<file path="config.mk">
export PLATFORM = sky130hd
export DESIGN_NAME = ehtc_ctrl
export DESIGN_NICKNAME = d
export VERILOG_FILES = /design/src/hw/rtl/ehtc_pkg.sv /design/src/hw/rtl/ehtc_ctrl.sv
export SDC_FILE = /design/constraint.sdc
export NUM_CORES = 1
export LEC_CHECK = 0
export ABC_AREA = 1
export BUFFER_PORTS_ARGS = -buffer_cell sky130_fd_sc_hd__clkbuf_2
export CAP_MARGIN = 15
export CORE_AREA = 2 2 39 41
export CTS_CLUSTER_SIZE = 30
export DETAILED_ROUTE_END_ITERATION = 12
export DIE_AREA = 0 0 41 43
export PLACE_DENSITY = 0.69
export SLEW_MARGIN = 20
export SYNTH_ARGS = -nofsm -noshare
export SYNTH_HDL_FRONTEND = slang
export SYNTH_SLANG_ARGS = --single-unit
export TNS_END_PERCENT = 20
</file>
<file path="constraint.sdc">
create_clock -name clk -period 3.2 [get_ports clk]
set_input_delay 0.16 -clock clk [delete_from_list [all_inputs] [get_ports clk]]
set_output_delay 0.16 -clock clk [all_outputs]
set_load 0.005 [all_outputs]
</file>
<file path="src/hw/rtl/ehtc_pkg.sv">
package ehtc_pkg;

  localparam int VERTEX_W     = 24;
  localparam int VALUE_W      = 16;
  localparam int MULT_W       = 16;
  localparam int BUCKET_W     = 12;
  localparam int PROD_W       = VERTEX_W + MULT_W;
  localparam int SUM_W        = PROD_W + 1;
  // remainder unit retires this many dividend bits per cycle
  localparam int MOD_RADIX    = 4;
  localparam int MOD_ITERS    = (SUM_W + MOD_RADIX - 1) / MOD_RADIX;
  localparam int MOD_W        = MOD_ITERS * MOD_RADIX;
  localparam int MOD_CNT_W    = $clog2(MOD_ITERS);
  localparam int ADDR_W       = 4;
  localparam int DATA_W       = 32;
  localparam int BUCKET_RESET = 2048;
  localparam int MULT_A_RESET = 7;
  localparam int MULT_B_RESET = 11;

  typedef enum logic [1:0] {
    REG_BUCKET_COUNT = 2'd0,
    REG_MULT_A       = 2'd1,
    REG_MULT_B       = 2'd2
  } reg_idx_t;

  typedef enum logic {
    KIND_PUT    = 1'b0,
    KIND_LOOKUP = 1'b1
  } kind_t;

  typedef enum logic [1:0] {
    STATUS_FOUND     = 2'd0,
    STATUS_INSERTED  = 2'd1,
    STATUS_NOT_FOUND = 2'd2,
    STATUS_FULL      = 2'd3
  } status_t;

  typedef struct packed {
    kind_t               kind;
    logic [VERTEX_W-1:0] vertex_a;
    logic [VERTEX_W-1:0] vertex_b;
    logic [VALUE_W-1:0]  value;
  } req_t;

  typedef struct packed {
    status_t            status;
    logic [VALUE_W-1:0] found_value;
  } rsp_t;

  typedef enum logic [3:0] {
    S_CLEAR,
    S_IDLE,
    S_MUL,
    S_HASH,
    S_MOD,
    S_HEAD,
    S_CHECK,
    S_FILL,
    S_DONE
  } state_t;

  typedef struct packed {
    logic    latch_req;
    logic    mul;
    logic    mod_start;
    logic    load_head;
    logic    follow;
    logic    clear;
    logic    write_head;
    logic    write_link;
    logic    write_fill;
    logic    set_result;
    status_t result;
    logic    take_value;
    logic    out_load;
  } cmd_t;

  typedef struct packed {
    logic  mod_busy;
    logic  mod_done;
    logic  clear_last;
    logic  first;
    logic  slot_empty;
    logic  slot_match;
    logic  next_end;
    logic  steps_max;
    kind_t kind;
    logic  nfs_full;
    logic  nfs_last;
    logic  out_free;
  } sts_t;

endpackage

</file>
<file path="src/hw/rtl/ehtc_ctrl.sv">
module ehtc_ctrl (
  input  logic                 clk,
  input  logic                 rst,
  input  logic                 in_valid,
  output logic                 in_ready,
  input  ehtc_pkg::sts_t       sts,
  output ehtc_pkg::cmd_t       cmd
);

  ehtc_pkg::state_t state, state_next;

  always_ff @(posedge clk) begin
    if (rst) begin
      state <= ehtc_pkg::S_CLEAR;
    end else begin
      state <= state_next;
    end
  end

  always_comb begin
    state_next = state;
    unique case (state)
      ehtc_pkg::S_CLEAR: begin
        if (sts.clear_last) state_next = ehtc_pkg::S_IDLE;
      end
      ehtc_pkg::S_IDLE: begin
        if (in_valid) state_next = ehtc_pkg::S_MUL;
      end
      ehtc_pkg::S_MUL:  state_next = ehtc_pkg::S_HASH;
      ehtc_pkg::S_HASH: state_next = ehtc_pkg::S_MOD;
      ehtc_pkg::S_MOD: begin
        if (sts.mod_done) state_next = ehtc_pkg::S_HEAD;
      end
      ehtc_pkg::S_HEAD: state_next = ehtc_pkg::S_CHECK;
      ehtc_pkg::S_CHECK: begin
        priority if (sts.first && sts.slot_empty) begin
          state_next = ehtc_pkg::S_DONE;
        end else if (sts.slot_match) begin
          state_next = ehtc_pkg::S_DONE;
        end else if (!sts.next_end && !sts.steps_max) begin
          state_next = ehtc_pkg::S_CHECK;
        end else if (sts.kind == ehtc_pkg::KIND_LOOKUP) begin
          state_next = ehtc_pkg::S_DONE;
        end else if (!sts.next_end || sts.nfs_full || sts.nfs_last) begin
          state_next = ehtc_pkg::S_DONE;
        end else begin
          state_next = ehtc_pkg::S_FILL;
        end
      end
      ehtc_pkg::S_FILL: state_next = ehtc_pkg::S_DONE;
      ehtc_pkg::S_DONE: begin
        if (sts.out_free) state_next = ehtc_pkg::S_IDLE;
      end
      default: state_next = ehtc_pkg::S_IDLE;
    endcase
  end

  always_comb begin
    cmd        = '0;
    cmd.result = ehtc_pkg::STATUS_FOUND;
    in_ready   = 1'b0;
    unique case (state)
      ehtc_pkg::S_CLEAR: cmd.clear = 1'b1;
      ehtc_pkg::S_IDLE: begin
        in_ready      = 1'b1;
        cmd.latch_req = in_valid;
      end
      ehtc_pkg::S_MUL:  cmd.mul = 1'b1;
      ehtc_pkg::S_HASH: cmd.mod_start = 1'b1;
      ehtc_pkg::S_MOD:  ;
      ehtc_pkg::S_HEAD: cmd.load_head = 1'b1;
      ehtc_pkg::S_CHECK: begin
        priority if (sts.first && sts.slot_empty) begin
          cmd.set_result = 1'b1;
          if (sts.kind == ehtc_pkg::KIND_PUT) begin
            cmd.write_head = 1'b1;
            cmd.result     = ehtc_pkg::STATUS_INSERTED;
          end else begin
            cmd.result = ehtc_pkg::STATUS_NOT_FOUND;
          end
        end else if (sts.slot_match) begin
          cmd.set_result = 1'b1;
          cmd.take_value = 1'b1;
          cmd.result     = ehtc_pkg::STATUS_FOUND;
        end else if (!sts.next_end && !sts.steps_max) begin
          cmd.follow = 1'b1;
        end else if (sts.kind == ehtc_pkg::KIND_LOOKUP) begin
          cmd.set_result = 1'b1;
          cmd.result     = ehtc_pkg::STATUS_NOT_FOUND;
        end else if (!sts.next_end || sts.nfs_full) begin
          cmd.set_result = 1'b1;
          cmd.result     = ehtc_pkg::STATUS_FULL;
        end else begin
          cmd.write_link = 1'b1;
          cmd.set_result = 1'b1;
          cmd.result     = sts.nfs_last ? ehtc_pkg::STATUS_FULL
                                        : ehtc_pkg::STATUS_INSERTED;
        end
      end
      ehtc_pkg::S_FILL: cmd.write_fill = 1'b1;
      ehtc_pkg::S_DONE: cmd.out_load = sts.out_free;
      default: ;
    endcase
  end

endmodule

</file>
==> results.cfg <==
[pwr]
p_per_area_mw_per_mm2 = 480.8
switching_share_pct = 45.73
pwr-share-seq_pct = 25.8
p_sw_mw = 0.1425
combPwrFrac_pct = 53.8
ir_worst_vdd_uv = 168.0
p_leak_nw = 0.4418
power_frac_clock_pct = 20.5
power_mw = 0.3116
intPower_mw = 0.1691

[cells_and_area]
largest_reg_flops = 4
largestRegisters = state: 4 flops
fin_nets = 139
final_core_util_pct = 46.84
area_growth_pct = 39.25
diodes = 0
regMostFlops = state
drive_gt1_share_pct = 34.43
finalNonFillerCells = 138
nFillCells = 168

[clock_network]
cts.path.max_buffers = 2
cts_setup_buffers = 0
clock_latency_ns = 0.24
cts_tree = yes
cts_resized = 0
holdBufCountCts = 0
cts_root_buf = clkbuf_4
numCtsBuffers = 3
clock_sinks = 4
clk_pin_slew_ns = 0.04
htreeDepth = 1

[worst_setup_path]
end_kind = output port
startpoint = state[2]
critPathLaunchType = flop
crit_path_end = cmd[2]
crit_type = reg2out
reg2reg_depth = 8
reg2reg_from = state[0]
crit_fanout = 8
r2r_slack_ns = 2.02
r2r-end = state[1]
crit_arrival_ns = 1.33
required_ns = 3.04

[global_routing]
grt_overflow = 0
grt_start_max_net_pins = 9
grt_usage_pct = 15.08
grt_pass1_vias = 507
antenna_found_initial = 0
grt_pass1_wl_um = 1800

[yosys]
ys_ff_latch = 4
ys.flop_type = dfxtp_1
synth-warning-count = 0
seq_area_frac_synth_pct = 17.20
synth_edf_count = 0
synth_common_cells = 21 x nand2_1, 20 x inv_1, 17 x nor2_1, 9 x nand3_1
synthesis.area_um2 = 465.4
synthTopCellsByArea = dfxtp_1 17%, nand2_1 17%, inv_1 16%
yosys.area.top_type = dfxtp_1
avgSynthCellArea_um2 = 5.115
synth_nets = 106
post-synth-top-area-fraction_pct = 17.20
synth_cell_type_count = 16
async_reset_ff_share_pct = 0
syn-instance-count = 91
synth_most_common_cell = nand2_1

[placement]
numPortBuffers = 28
placed_cells = 135
dp_hpwl_um = 975.1
gp_congestion = 0.7042

[timing]
min_period_ns = 1.489
whs_ns = 0.1137
tightest_slew_ns = 0.2355
fin_crit_sh_pct = 46.52
setup-tns-final_ns = 0
finalSetupViolCount = 0
rsz0062_at_grt = no
finalHoldViolations = 0
max_freq_mhz = 671.7
slew_violations = 0
relSlewSlack_pct = 84.24
skew_ns = 0.001160

[die]
die_h_um = 43
start_util_pct = 33.63
io_pins = 30
dieArea_mm2 = 0.001763
core_area_mm2 = 0.001384
die_x_um = 41
rows = 14

[route]
wl_per_cell_um = 8.080
drc = 0
ant_nets = 0
viasPerCell = 4.420
firstDrtPassIters = 4
drt_wl_total_um = 1115
initialDrtViolationCount = 5
vias = 610

[flow_run]
drv_cap = 0

[worst_hold_path]
hp-class = in2reg

[run_status]
status = completed
through the flow:
step	instance area, um^2	worst slack [ns]
floorplan	465.4	2.125
global placement	625.6	1.970
detailed placement	625.6	1.953
CTS	648.1	1.692
global route	648.1	1.596
finish	648.1	1.711
layer usage:
layer,track usage [%],up-vias,routed length (um)
met5,0,-,0
met2,25.31,28,540
met3,7.853,0,111
met4,4.000,0,0
li1,-,340,-
met1,15.48,242,463
critical path: stages, from the launching register on:
cell	delay, ns
dfxtp_1	0.40
inv_2	0.07
nor2_4	0.14
nand2_4	0.10
nor2_2	0.12
a31o_2	0.15
clkbuf_2	0.10
power by group through the flow:
stage	registers, mW	logic (mW)	clock network [mW]
finish	0.0803	0.168	0.0637
floorplan	0.0769	0.120	0
detailed placement	0.0809	0.169	0
CTS	0.0800	0.170	0.0670
global route	0.0811	0.195	0.0739
global placement	0.0804	0.168	0
cell usage in the layout, fill, tap and decap left out, types with 2 or more instances in the layout:
cell | Yosys | layout
dfxtp_1 | 4 | 4
nor2_2 | 3 | 3
o21ai_0 | 2 | 2
clkbuf_2 | 0 | 28
inv_1 | 20 | 20
nand3_1 | 9 | 9
nand2_1 | 21 | 21
inv_2 | 4 | 4
nor2_1 | 17 | 17
clkbuf_4 | 0 | 3
nor3_1 | 4 | 4
worst min path at each step:
stage	slack, ns	from	to	depth (start not counted)
final	0.11	rst	state[1]	2
after global routing	0.11	rst	state[1]	2
after CTS	0.11	rst	state[1]	2
after detailed placement	0.36	rst	state[1]	2
after global placement	0.36	rst	state[1]	2
after floorplan	0.23	rst	state[1]	1
kinds of logic after synthesis:
| group | synth area share, % |
|---|---|
| simple gates | 56.99 |
| flops | 17.20 |
| compound gates | 6.452 |
| buf+inv | 19.35 |
final cells by class:
cell class	count	area, um^2	area share [%]
clock buffers	3	22.52	3.475
inverters	24	90.09	13.90
multi-input cells	63	295.3	45.56
flip-flops and latches	4	80.08	12.36
well taps	16	20.02	3.089
repair buffers	28	140.1	21.62
No activity file was read; power rests on OpenSTA's default activity.
